File: config.mk
export PLATFORM = sky130hd
export DESIGN_NAME = kway_run_merger_core
export DESIGN_NICKNAME = d
export VERILOG_FILES = /design/src/hdl/kwrm_pkg.sv /design/src/hdl/kwrm_front.sv /design/src/hdl/kwrm_cmd_queue.sv /design/src/hdl/kwrm_back.sv /design/src/hdl/kway_run_merger_core.sv
export SDC_FILE = /design/constraint.sdc
export NUM_CORES = 1
export LEC_CHECK = 0
export ABC_CLOCK_PERIOD_IN_PS = 8900
export BUFFER_PORTS_ARGS = -buffer_cell sky130_fd_sc_hd__buf_4
export CELL_PAD_IN_SITES_DETAIL_PLACEMENT = 0
export CELL_PAD_IN_SITES_GLOBAL_PLACEMENT = 1
export CORE_MARGIN = 2
export CORE_UTILIZATION = 40
export DETAILED_ROUTE_END_ITERATION = 12
export PLACE_DENSITY_LB_ADDON = 0.15
export SYNTH_ARGS = -nofsm -noshare
export SYNTH_HDL_FRONTEND = slang
export SYNTH_SLANG_ARGS = --single-unit
File: constraint.sdc
create_clock -name clock -period 8.9 [get_ports clock]
set_input_delay 0.89 -clock clock [delete_from_list [all_inputs] [get_ports clock]]
set_output_delay 0.89 -clock clock [all_outputs]
set_load 0.1 [all_outputs]
File: src/hdl/kwrm_pkg.sv
// Shared types and constants of the k-way run merger.
// Command layout between the front decoder, the command queue and the merge engine.
// No dependencies.
package kwrm_pkg;

   localparam int MASK_W      = 8;
   localparam int WAY_W       = 3;
   localparam int VALUE_W     = 32;
   localparam int QUEUE_DEPTH = 2;

   // Codes of the request type field.
   localparam logic REQ_START = 1'b0;
   localparam logic REQ_HEAD  = 1'b1;

   typedef enum logic [1:0] {
      CMD_START   = 2'd0,
      CMD_DELIVER = 2'd1,
      CMD_DROP    = 2'd2
   } cmd_kind_type;

   typedef struct packed {
      cmd_kind_type              kind;
      logic [MASK_W-1:0]         mask;
      logic [WAY_W-1:0]          way;
      logic signed [VALUE_W-1:0] value;
      logic                      last;
   } cmd_type;

   // Front to queue: one transfer into the queue.
   typedef struct packed {
      logic    push;
      cmd_type cmd;
   } q_push_type;

   // Queue to merge engine: the oldest queued command.
   typedef struct packed {
      logic    valid;
      cmd_type cmd;
   } q_head_type;

endpackage

File: src/hdl/kwrm_front.sv
// Front decoder: accepts request transfers and classifies them into commands.
// Depends on kwrm_pkg; feeds kwrm_cmd_queue.
module kwrm_front #(
   parameter int MAX_WAYS = 8
) (
   input  logic                                      req_valid,
   output logic                                      req_stall,
   input  logic                                      req_type,
   input  logic [kwrm_pkg::MASK_W-1:0]               req_active_mask,
   input  logic [kwrm_pkg::WAY_W-1:0]                req_way,
   input  logic signed [kwrm_pkg::VALUE_W-1:0]       req_head_value,
   input  logic                                      req_last_in_run,
   input  logic                                      q_full,
   output kwrm_pkg::q_push_type                      q_push
);
   import kwrm_pkg::*;

   cmd_kind_type kind;

   always_comb begin
      if (req_type == REQ_START) begin
         kind = CMD_START;
      end else if (int'(req_way) < MAX_WAYS) begin
         kind = CMD_DELIVER;
      end else begin
         // A head for a way the engine does not have is dropped.
         kind = CMD_DROP;
      end
   end

   assign req_stall        = q_full;
   assign q_push.push      = req_valid && !q_full;
   assign q_push.cmd.kind  = kind;
   assign q_push.cmd.mask  = req_active_mask;
   assign q_push.cmd.way   = req_way;
   assign q_push.cmd.value = req_head_value;
   assign q_push.cmd.last  = req_last_in_run;

endmodule

File: src/hdl/kwrm_cmd_queue.sv
// Short command queue that decouples the front decoder from the merge engine.
// Depends on kwrm_pkg.
module kwrm_cmd_queue (
   input  logic                 clock,
   input  logic                 reset,
   input  kwrm_pkg::q_push_type q_push,
   output logic                 q_full,
   input  logic                 q_pop,
   output kwrm_pkg::q_head_type q_head
);
   import kwrm_pkg::*;

   localparam int PTR_W = (QUEUE_DEPTH > 1) ? $clog2(QUEUE_DEPTH) : 1;
   localparam int CNT_W = $clog2(QUEUE_DEPTH + 1);

   cmd_type            entry_ff [QUEUE_DEPTH];
   logic [PTR_W-1:0]   wr_ptr_ff, wr_ptr_in;
   logic [PTR_W-1:0]   rd_ptr_ff, rd_ptr_in;
   logic [CNT_W-1:0]   cnt_ff, cnt_in;
   logic               do_push, do_pop;

   assign q_full       = (cnt_ff == CNT_W'(QUEUE_DEPTH));
   assign q_head.valid = (cnt_ff != '0);
   assign q_head.cmd   = entry_ff[rd_ptr_ff];
   assign do_push      = q_push.push;
   assign do_pop       = q_pop && q_head.valid;

   always_comb begin
      wr_ptr_in = wr_ptr_ff;
      rd_ptr_in = rd_ptr_ff;
      cnt_in    = cnt_ff;
      if (do_push) begin
         wr_ptr_in = (wr_ptr_ff == PTR_W'(QUEUE_DEPTH - 1)) ? '0 : wr_ptr_ff + PTR_W'(1);
      end
      if (do_pop) begin
         rd_ptr_in = (rd_ptr_ff == PTR_W'(QUEUE_DEPTH - 1)) ? '0 : rd_ptr_ff + PTR_W'(1);
      end
      if (do_push && !do_pop) begin
         cnt_in = cnt_ff + CNT_W'(1);
      end else if (do_pop && !do_push) begin
         cnt_in = cnt_ff - CNT_W'(1);
      end
   end

   always_ff @(posedge clock) begin
      if (reset) begin
         wr_ptr_ff <= '0;
         rd_ptr_ff <= '0;
         cnt_ff    <= '0;
      end else begin
         wr_ptr_ff <= wr_ptr_in;
         rd_ptr_ff <= rd_ptr_in;
         cnt_ff    <= cnt_in;
      end
   end

   always_ff @(posedge clock) begin
      if (do_push) begin
         entry_ff[wr_ptr_ff] <= q_push.cmd;
      end
   end

   a_cnt_bound: assert property (@(posedge clock) disable iff (reset)
      cnt_ff <= CNT_W'(QUEUE_DEPTH))
      else $error("command queue count beyond depth");

   a_cnt_step: assert property (@(posedge clock) disable iff (reset)
      do_push && !do_pop |=> cnt_ff == $past(cnt_ff) + CNT_W'(1))
      else $error("command queue count missed a push");

endmodule

File: src/hdl/kwrm_back.sv
// Merge engine: keeps the per-way heads, runs the minimum tree and drives results.
// Depends on kwrm_pkg; takes commands from kwrm_cmd_queue.
module kwrm_back #(
   parameter int MAX_WAYS = 8
) (
   input  logic                                clock,
   input  logic                                reset,
   input  kwrm_pkg::q_head_type                q_head,
   output logic                                q_pop,
   output logic                                rsp_valid,
   input  logic                                rsp_stall,
   output logic signed [kwrm_pkg::VALUE_W-1:0] rsp_out_value,
   output logic [kwrm_pkg::WAY_W-1:0]          rsp_from_way,
   output logic                                rsp_refill_needed,
   output logic                                rsp_run_done,
   output logic                                rsp_dummy_run,
   output logic                                rsp_last_of_burst
);
   import kwrm_pkg::*;

   localparam int IDX_W  = $clog2(MAX_WAYS);
   localparam int LEAVES = 1 << IDX_W;

   typedef enum logic [1:0] {
      ST_IDLE = 2'b01,
      ST_EMIT = 2'b10
   } back_state_type;

   back_state_type               state_ff, state_in;
   logic signed [VALUE_W-1:0]    heads_ff [MAX_WAYS];
   logic [MAX_WAYS-1:0]          valid_ff, valid_in;
   logic [MAX_WAYS-1:0]          last_ff, last_in;
   logic [MAX_WAYS-1:0]          wait_ff, wait_in;

   logic                         out_valid_ff, out_valid_in;
   logic signed [VALUE_W-1:0]    out_value_ff, out_value_in;
   logic [WAY_W-1:0]             out_way_ff, out_way_in;
   logic                         out_refill_ff, out_refill_in;
   logic                         out_done_ff, out_done_in;
   logic                         out_dummy_ff, out_dummy_in;
   logic                         out_lob_ff, out_lob_in;

   logic                         slot_free;
   logic                         load;
   logic                         head_we;
   logic [MAX_WAYS-1:0]          start_mask;
   logic [MAX_WAYS-1:0]          way_hit;
   logic [MAX_WAYS-1:0]          min_hot;
   logic                         min_done;

   logic                         node_valid [2*LEAVES];
   logic signed [VALUE_W-1:0]    node_value [2*LEAVES];
   logic [IDX_W-1:0]             node_idx   [2*LEAVES];

   assign slot_free = !out_valid_ff || !rsp_stall;
   assign q_pop     = (state_ff == ST_IDLE) && q_head.valid && slot_free;

   // Decode of the queued command into per-way vectors.
   always_comb begin
      for (int w = 0; w < MAX_WAYS; w++) begin
         if (w < MASK_W) begin
            start_mask[w] = q_head.cmd.mask[3'(w)];
            way_hit[w]    = (q_head.cmd.way == 3'(w));
         end else begin
            start_mask[w] = 1'b0;
            way_hit[w]    = 1'b0;
         end
      end
   end

   // Minimum tree over the registered live heads; on equal values the lower way wins.
   always_comb begin
      node_valid[0] = 1'b0;
      node_value[0] = '0;
      node_idx[0]   = '0;
      for (int w = 0; w < LEAVES; w++) begin
         if (w < MAX_WAYS) begin
            node_valid[LEAVES + w] = valid_ff[w];
            node_value[LEAVES + w] = heads_ff[w];
         end else begin
            node_valid[LEAVES + w] = 1'b0;
            node_value[LEAVES + w] = '0;
         end
         node_idx[LEAVES + w] = IDX_W'(w);
      end
      for (int i = LEAVES - 1; i >= 1; i--) begin
         if (node_valid[2*i+1] &&
             (!node_valid[2*i] || (node_value[2*i+1] < node_value[2*i]))) begin
            node_valid[i] = 1'b1;
            node_value[i] = node_value[2*i+1];
            node_idx[i]   = node_idx[2*i+1];
         end else begin
            node_valid[i] = node_valid[2*i];
            node_value[i] = node_value[2*i];
            node_idx[i]   = node_idx[2*i];
         end
      end
      for (int w = 0; w < MAX_WAYS; w++) begin
         min_hot[w] = node_valid[1] && (node_idx[1] == IDX_W'(w));
      end
   end

   assign min_done = ((valid_ff & ~min_hot) == '0);

   always_comb begin
      state_in      = state_ff;
      valid_in      = valid_ff;
      last_in       = last_ff;
      wait_in       = wait_ff;
      head_we       = 1'b0;
      load          = 1'b0;
      out_value_in  = out_value_ff;
      out_way_in    = out_way_ff;
      out_refill_in = out_refill_ff;
      out_done_in   = out_done_ff;
      out_dummy_in  = out_dummy_ff;
      out_lob_in    = out_lob_ff;

      unique case (state_ff)
         ST_IDLE: begin
            if (q_pop) begin
               unique case (q_head.cmd.kind)
                  CMD_START: begin
                     // A start abandons any merge in progress.
                     valid_in = '0;
                     last_in  = '0;
                     wait_in  = start_mask;
                     if (start_mask == '0) begin
                        load          = 1'b1;
                        out_value_in  = '0;
                        out_way_in    = '0;
                        out_refill_in = 1'b0;
                        out_done_in   = 1'b0;
                        out_dummy_in  = 1'b1;
                        out_lob_in    = 1'b1;
                     end
                  end
                  CMD_DELIVER: begin
                     if ((way_hit & wait_ff) != '0) begin
                        head_we  = 1'b1;
                        valid_in = valid_ff | way_hit;
                        last_in  = q_head.cmd.last ? (last_ff | way_hit) : (last_ff & ~way_hit);
                        wait_in  = wait_ff & ~way_hit;
                        if ((wait_ff & ~way_hit) == '0) begin
                           state_in = ST_EMIT;
                        end
                     end
                  end
                  default: begin
                  end
               endcase
            end
         end
         ST_EMIT: begin
            if (slot_free) begin
               if (node_valid[1]) begin
                  load          = 1'b1;
                  valid_in      = valid_ff & ~min_hot;
                  out_value_in  = node_value[1];
                  out_way_in    = 3'(node_idx[1]);
                  out_dummy_in  = 1'b0;
                  if ((last_ff & min_hot) != '0) begin
                     // The way's run has ended: retire it and keep emitting unless no live head is left.
                     last_in       = last_ff & ~min_hot;
                     out_refill_in = 1'b0;
                     out_done_in   = min_done;
                     out_lob_in    = min_done;
                     if (min_done) begin
                        state_in = ST_IDLE;
                     end
                  end else begin
                     wait_in       = wait_ff | min_hot;
                     out_refill_in = 1'b1;
                     out_done_in   = 1'b0;
                     out_lob_in    = 1'b1;
                     state_in      = ST_IDLE;
                  end
               end else begin
                  state_in = ST_IDLE;
               end
            end
         end
         default: begin
            state_in = ST_IDLE;
         end
      endcase

      if (load) begin
         out_valid_in = 1'b1;
      end else if (slot_free) begin
         out_valid_in = 1'b0;
      end else begin
         out_valid_in = out_valid_ff;
      end
   end

   always_ff @(posedge clock) begin
      if (reset) begin
         state_ff     <= ST_IDLE;
         valid_ff     <= '0;
         last_ff      <= '0;
         wait_ff      <= '0;
         out_valid_ff <= 1'b0;
      end else begin
         state_ff     <= state_in;
         valid_ff     <= valid_in;
         last_ff      <= last_in;
         wait_ff      <= wait_in;
         out_valid_ff <= out_valid_in;
      end
   end

   always_ff @(posedge clock) begin
      for (int w = 0; w < MAX_WAYS; w++) begin
         if (head_we && way_hit[w]) begin
            heads_ff[w] <= q_head.cmd.value;
         end
      end
      if (load) begin
         out_value_ff  <= out_value_in;
         out_way_ff    <= out_way_in;
         out_refill_ff <= out_refill_in;
         out_done_ff   <= out_done_in;
         out_dummy_ff  <= out_dummy_in;
         out_lob_ff    <= out_lob_in;
      end
   end

   assign rsp_valid         = out_valid_ff;
   assign rsp_out_value     = out_value_ff;
   assign rsp_from_way      = out_way_ff;
   assign rsp_refill_needed = out_refill_ff;
   assign rsp_run_done      = out_done_ff;
   assign rsp_dummy_run     = out_dummy_ff;
   assign rsp_last_of_burst = out_lob_ff;

   a_emit_no_wait: assert property (@(posedge clock) disable iff (reset)
      state_ff == ST_EMIT |-> wait_ff == '0)
      else $error("emitting while a way still owes its head");

   a_valid_xor_wait: assert property (@(posedge clock) disable iff (reset)
      (valid_ff & wait_ff) == '0)
      else $error("a way both holds a head and waits for one");

   a_last_needs_valid: assert property (@(posedge clock) disable iff (reset)
      (last_ff & ~valid_ff) == '0)
      else $error("end-of-run mark on a way without a live head");

   a_refill_ends_burst: assert property (@(posedge clock) disable iff (reset)
      load && out_refill_in |=> state_ff == ST_IDLE && out_lob_ff)
      else $error("refill request did not close the burst");

endmodule

File: src/hdl/kway_run_merger_core.sv
// K-way run merger top level: front decoder, command queue and merge engine.
// A head that completes the waiting set passes the queue entry, the head registers and the
// output register before its first result; a burst then adds one result per cycle through
// the minimum tree while rsp_stall is low. A start, or a head that leaves a way waiting,
// is taken in ST_IDLE; one that completes the set holds the engine in ST_EMIT for its burst.
// Reset clears control state and the valid, end-of-run and waiting marks, not head values.
module kway_run_merger_core #(
   parameter int MAX_WAYS = 8
) (
   input  logic                                clock,
   input  logic                                reset,
   input  logic                                req_valid,
   output logic                                req_stall,
   input  logic                                req_type,
   input  logic [kwrm_pkg::MASK_W-1:0]         req_active_mask,
   input  logic [kwrm_pkg::WAY_W-1:0]          req_way,
   input  logic signed [kwrm_pkg::VALUE_W-1:0] req_head_value,
   input  logic                                req_last_in_run,
   output logic                                rsp_valid,
   input  logic                                rsp_stall,
   output logic signed [kwrm_pkg::VALUE_W-1:0] rsp_out_value,
   output logic [kwrm_pkg::WAY_W-1:0]          rsp_from_way,
   output logic                                rsp_refill_needed,
   output logic                                rsp_run_done,
   output logic                                rsp_dummy_run,
   output logic                                rsp_last_of_burst
);
   import kwrm_pkg::*;

   q_push_type q_push;
   q_head_type q_head;
   logic       q_full;
   logic       q_pop;

   kwrm_front #(
      .MAX_WAYS (MAX_WAYS)
   ) u_front (
      .req_valid       (req_valid),
      .req_stall       (req_stall),
      .req_type        (req_type),
      .req_active_mask (req_active_mask),
      .req_way         (req_way),
      .req_head_value  (req_head_value),
      .req_last_in_run (req_last_in_run),
      .q_full          (q_full),
      .q_push          (q_push)
   );

   kwrm_cmd_queue u_queue (
      .clock  (clock),
      .reset  (reset),
      .q_push (q_push),
      .q_full (q_full),
      .q_pop  (q_pop),
      .q_head (q_head)
   );

   kwrm_back #(
      .MAX_WAYS (MAX_WAYS)
   ) u_back (
      .clock             (clock),
      .reset             (reset),
      .q_head            (q_head),
      .q_pop             (q_pop),
      .rsp_valid         (rsp_valid),
      .rsp_stall         (rsp_stall),
      .rsp_out_value     (rsp_out_value),
      .rsp_from_way      (rsp_from_way),
      .rsp_refill_needed (rsp_refill_needed),
      .rsp_run_done      (rsp_run_done),
      .rsp_dummy_run     (rsp_dummy_run),
      .rsp_last_of_burst (rsp_last_of_burst)
   );

endmodule
---- Word-level counts from Yosys, hierarchy flattened ----
Memory sizes are Yosys's and may differ from the RTL's. A register that Yosys moved wholly into a read port is not among the register bits.
Index checks and enable logic that the tools add are counted.
storage, ports and cells
  word-level logic and storage cells ...... 284
  memory bits (writable) .................. 346
  input bits .............................. 49
  output and inout bits ................... 41
  bits in registers ....................... 70
  memories kept ........................... 2
memory list
  name              depth  bits a word  rd ports  clocked after Yosys merged registers in  wr ports  line                  text
  u_back.heads_ff   8      32           8         0                                        1         kwrm_back.sv:30       logic signed [VALUE_W-1:0] heads_ff [MAX_WAYS];
  u_queue.entry_ff  2      45           1         1                                        1         kwrm_cmd_queue.sv:16  cmd_type entry_ff [QUEUE_DEPTH];
operators by class
  add/sub/neg operators ................... 4
  equal/unequal tests ..................... 31
  $lt $le $gt $ge ......................... 7
  muxes and demuxes ....................... 142
  reductions and logical operators ........ 73
  bitwise logic cells ..................... 11
operators with widths
  kind                                                                   number
  32-bit two-way mux                                                     19
  32-bit < comparator                                                    7
  32-bit OR reduction                                                    7
  8-bit two-way mux                                                      15
  8-bit case mux with 2 select lines                                     6
  1-bit two-way mux                                                      69
  32-bit case mux with 2 select lines                                    1
  8-bit bitwise AND                                                      6
  3-bit two-way mux                                                      13
  1-bit logical AND                                                      29
  3-bit equality test, second input constant                             8
  8-bit zero test                                                        3
  2-bit two-way mux                                                      12
  8-bit bitwise OR                                                       3
  7-bit AND reduction                                                    3
  8-bit NOT                                                              2
  8-bit nonzero test                                                     2
  2-bit inequality test, second input constant                           7
  3-bit by 2-bit equality test with 1-bit output, second input constant  4
  1-bit zero test                                                        12
  6-bit AND reduction                                                    2
  1-bit case mux with 2 select lines                                     5
  1-bit logical OR                                                       8
  2-bit nonzero test                                                     4
  13 further kinds                                                       21

---- Depth between registers and ports, before layout ----
An unclocked memory read counts as a cell.
  word-level depth ........................ 23
  mapped depth ............................ 40

---- Cells and area by module ----
A second synthesis with hierarchy kept.
unflattened totals
  cells, all modules ...................... 2056
  area total of the unflattened synthesis .. 23408.7 µm²
modules (own cells, without submodules)
  module          sequential area each (µm²)  area each (µm²)  cells each  instances
  kwrm_back       9399.0                      19496.2          1842        1
  kwrm_cmd_queue  2862.7                      3542.1           165         1
  kwrm_front      0.0                         370.4            49          1

---- Worst setup path after synthesis ----
Ideal clock, no wire load.
  kind .................................... register -> register
  start point ............................. memory u_back.heads_ff[5][31], in the netlist u_back.heads_ff[1][63]
  end point ............................... register u_back.state_ff[0]
  slack ................................... 233 ps
  data required time ...................... 8780 ps
  period minus slack after synthesis ...... 8667 ps
  cell stages (with the launch flop) ...... 37
  arrival time ............................ 8548 ps
  cell sequence ........................... edfxtp_1 > ha_1 > nand4_1 > nor3_1 > a22o_1 > or4_4 > a21oi_1 > xnor2_1 > o21ai_1 > clkbuf_1 > mux2i_1 > ha_1 > nand4_2 > nor4_2 > a22oi_1 > o211ai_1 > or3_2 > and4b_1 > a21boi_1 > buf_2 > buf_1 > mux2i_1 > ha_1 > a21o_1 > a21o_1 > a221o_1 > a2111oi_2 > nor2_1 > mux2_2 > a41o_1 > inv_1 > o21a_2 > o31ai_2 > o31ai_4 > a21oi_2 > or4b_4 > o31a_1
RTL lines
  item                    line              text
  start: declaration      kwrm_back.sv:30
  end signal: assignment  kwrm_back.sv:205  state_ff <= state_in;
  end: declaration        kwrm_back.sv:29   back_state_type state_ff, state_in;

==> reports/results.ini <==
[setup_path]
crit_required_ps = 9370
startpoint = u_back.heads_ff[1][62]
r2r_start = u_back.heads_ff[1][62]
worstSetupPathType = flip-flop to flip-flop
path_buf_inv = 9
crit_path_end_kind = flip-flop
worst-path-stages = 41
cpMostUsedCell = buf_4
cp-start-kind = flip-flop
crit_arrival_ps = 9170
cpPeakStageDelay_ps = 520
cpMaxStageDelayCell = or4b_4
r2r-end = u_back.state_ff[0]
endpoint = u_back.state_ff[0]
path_delay_family = compound AO/OA/AOI/OAI gates
cp_max_fo = 8
rr_worst_depth = 41
rrSetupSlack_ps = 200

[die]
core_mm2 = 0.0551
initial_utilization = 0.405
fp.dieW_um = 240
io_pins = 90
die_area_mm2 = 0.0577
fp-row-count = 86
fp.dieH_um = 240

[synth]
syn_area_mm2 = 0.0223
synth-xor-area-share = 0.00235
synth-compound-area-share = 0.110
avgSynthCellArea_um2 = 11.6
ys_warn_count = 0
synth_ff_type = edfxtp_1
synth_seq_area_share = 0.536
synthMuxAreaShare = 0.0926
synthesis.nets = 2188
synth-edff-count = 377
synth_seq_cells = 409
syn_inst = 1919
async_flop_share = 0
synth_top_family_by_area = adder cells
yosys.area_share.simple = 0.0866
synth_cell_types = 92
synthAdderAreaFrac = 0.123

[final_layout]
n_antenna_cell = 0
multi_input_area_mm2 = 0.0103
seqCellArea_mm2 = 0.0120
final_cell_mix = edfxtp_1 (377), buf_4 (324), inv_1 (213), ha_1 (204), a21oi_1 (134)
layout-drive-gt1-share = 0.268
fill_cells = 4956
finalNetCount = 2521
area_growth_pct = 27.5
final_common_cell = edfxtp_1

[clocking]
path_clk_slew_ps = 60
cts.sink_count = 409
clockRootBuffer = clkbuf_16
cts_tree = done
ctsLongestPathBuffers = 3
worstSkewPairLatency_ps = 590
h-tree-depth = 2
numCtsBuffers = 46

[global_routing]
grt_util_all_layers = 0.213
grt_max_degree = 48
grt-ovfl-total = 0
grt_antenna_before_repair = 0
grt_pass1_vias = 15957
grt_pass1_wl_mm = 91.9

[sta]
finalHoldViolations = 0
finalClockSkew_ps = 18.3
fin_hold_ws_ps = 478
setup_violations = 0
finalWorstSetupSlack_ps = 197
period_minus_slack_ps = 8700
fmax_ghz = 0.115
fin_crit_sh = 0.978
slew_headroom = 0.274
worstMarginPinSlew_ps = 1090
slew_viol_final = 0

[place]
dp_hpwl_mm = 44.3
gp_congestion = 0.877
pre_cts_ws_ps = -760
portBuffers = 85

[routing]
wl_mm = 61.8
drtAntennaViolNets = 0
drt-initial-drc-count = 986
top_layer = met4
dr_wl_met3_mm = 2.68
wl_per_cell_um = 20.4
dr.pass1.iters = 6
dr_wl_met2_mm = 29.8
route.detailed.drc = 0
vias_per_cell = 5.27
via_count = 16000
m1WireLength_mm = 27.7

[run_status]
status = completed

[power]
vdd_ir_drop_max_mv = 0.137
p_leak_nw = 11.9
p_per_area_mw_per_mm2 = 226

[worst_hold_path]
min_path_type = flip-flop to flip-flop
min_from = u_back.last_ff[6]

[job]
max_cap_violations = 0

==> timing repair <==
action,in CTS,in global routing
setup buffers,2,29
cloned,0,4
hold endpoints to repair,0,0
endpoints found under the setup margin,64,63
hold buffers,0,0
pin swaps,3,40
resized for setup,24,165
==> per-stage QoR <==
stage / instances / area [µm²] / utilization / total power [mW] / TNS (ps)
final: 3037 / 28500 / 0.517 / 6.43 / 0
after floorplan: 1919 / 22300 / - / 3.52 / 0
after CTS: 3004 / 27200 / 0.494 / 6.33 / -8.02
after global routing: 3037 / 28500 / 0.517 / 6.77 / -270
after global placement: 2917 / 25600 / 0.464 / 4.30 / -24620
after detailed placement: 2917 / 25600 / 0.464 / 4.33 / -33060
==> worst min-delay path by stage <==
| stage | endpoint | cells past startpoint |
|---|---|---|
| final | u_back.last_ff[6] | 2 |
| after global routing | u_queue.entry_ff[1][5] | 1 |
| after CTS | u_queue.entry_ff[1][5] | 1 |
| after detailed placement | u_back.last_ff[4] | 2 |
| after global placement | u_back.last_ff[4] | 2 |
| after floorplan | u_back.last_ff[4] | 2 |
==> registers in the layout (all words and copies together) (netlist names), named ones only <==
register and flops:
u_back.rsp_run_done 1, u_back.rsp_out_value 32, u_queue.wr_ptr_ff 1, u_back.rsp_refill_needed 1, u_queue.cnt_ff 2, u_back.rsp_last_of_burst 1, u_back.rsp_valid 1, u_back.valid_ff 8
u_back.last_ff 8, u_back.rsp_dummy_run 1, u_back.wait_ff 8, u_back.heads_ff 256, u_back.state_ff 2, u_back.rsp_from_way 3, u_queue.rd_ptr_ff 1, u_queue.entry_ff 82
==> cell type report <==
class / count / area share
tap: 748 / 0.0329
multi-input combinational: 1227 / 0.363
clock buffer: 64 / 0.0458
clock inverter: 21 / 0.00813
sequential: 409 / 0.420
inverter: 221 / 0.0291
timing repair buffer: 347 / 0.101
==> routing by layer <==
layer / vias to the layer above / GRT usage
met2: 326 / 0.365
met5: - / 0
met1: 7825 / 0.278
li1: 7757 / -
met4: 0 / 0.0683
met3: 92 / 0.0299
==> worst min-delay path, cell delays in order, from the launching register on <==
cell and delay, ps:
dfxtp_1 310, inv_1 40, o32ai_1 70
==> cell families after synthesis <==
| group | Yosys count |
|---|---|
| mux | 202 |
| compound gates | 391 |
| simple gates | 408 |
| buf+inv | 283 |
| flops | 409 |
| xor+xnor | 6 |
| fa+ha+maj | 220 |
==> power by group <==
part,internal (mW),total (mW),switching [mW]
Sequential,2.29,2.33,0.0473
Combinational,0.919,2.15,1.23
Clock,1.16,1.94,0.778
==> Yosys cell counts, types with 10 or more instances <==
master / n / share of area
nand2b_1: 10 / 0.0028
ha_1: 220 / 0.12
dfxtp_1: 32 / 0.029
clkbuf_1: 36 / 0.0061
mux2_2: 37 / 0.019
nor3_1: 20 / 0.0045
a21oi_1: 144 / 0.032
o21ai_0: 100 / 0.022
nand4_1: 28 / 0.0078
mux2i_1: 165 / 0.074
nor2_1: 138 / 0.023
nand3_1: 23 / 0.0052
a211oi_1: 18 / 0.0061
o211ai_1: 12 / 0.0040
buf_1: 14 / 0.0024
inv_1: 220 / 0.037
edfxtp_1: 377 / 0.51
nand2_1: 124 / 0.021
a21o_1: 16 / 0.0054
and3_1: 11 / 0.0031
No activity file was read; power rests on OpenSTA's default activity.
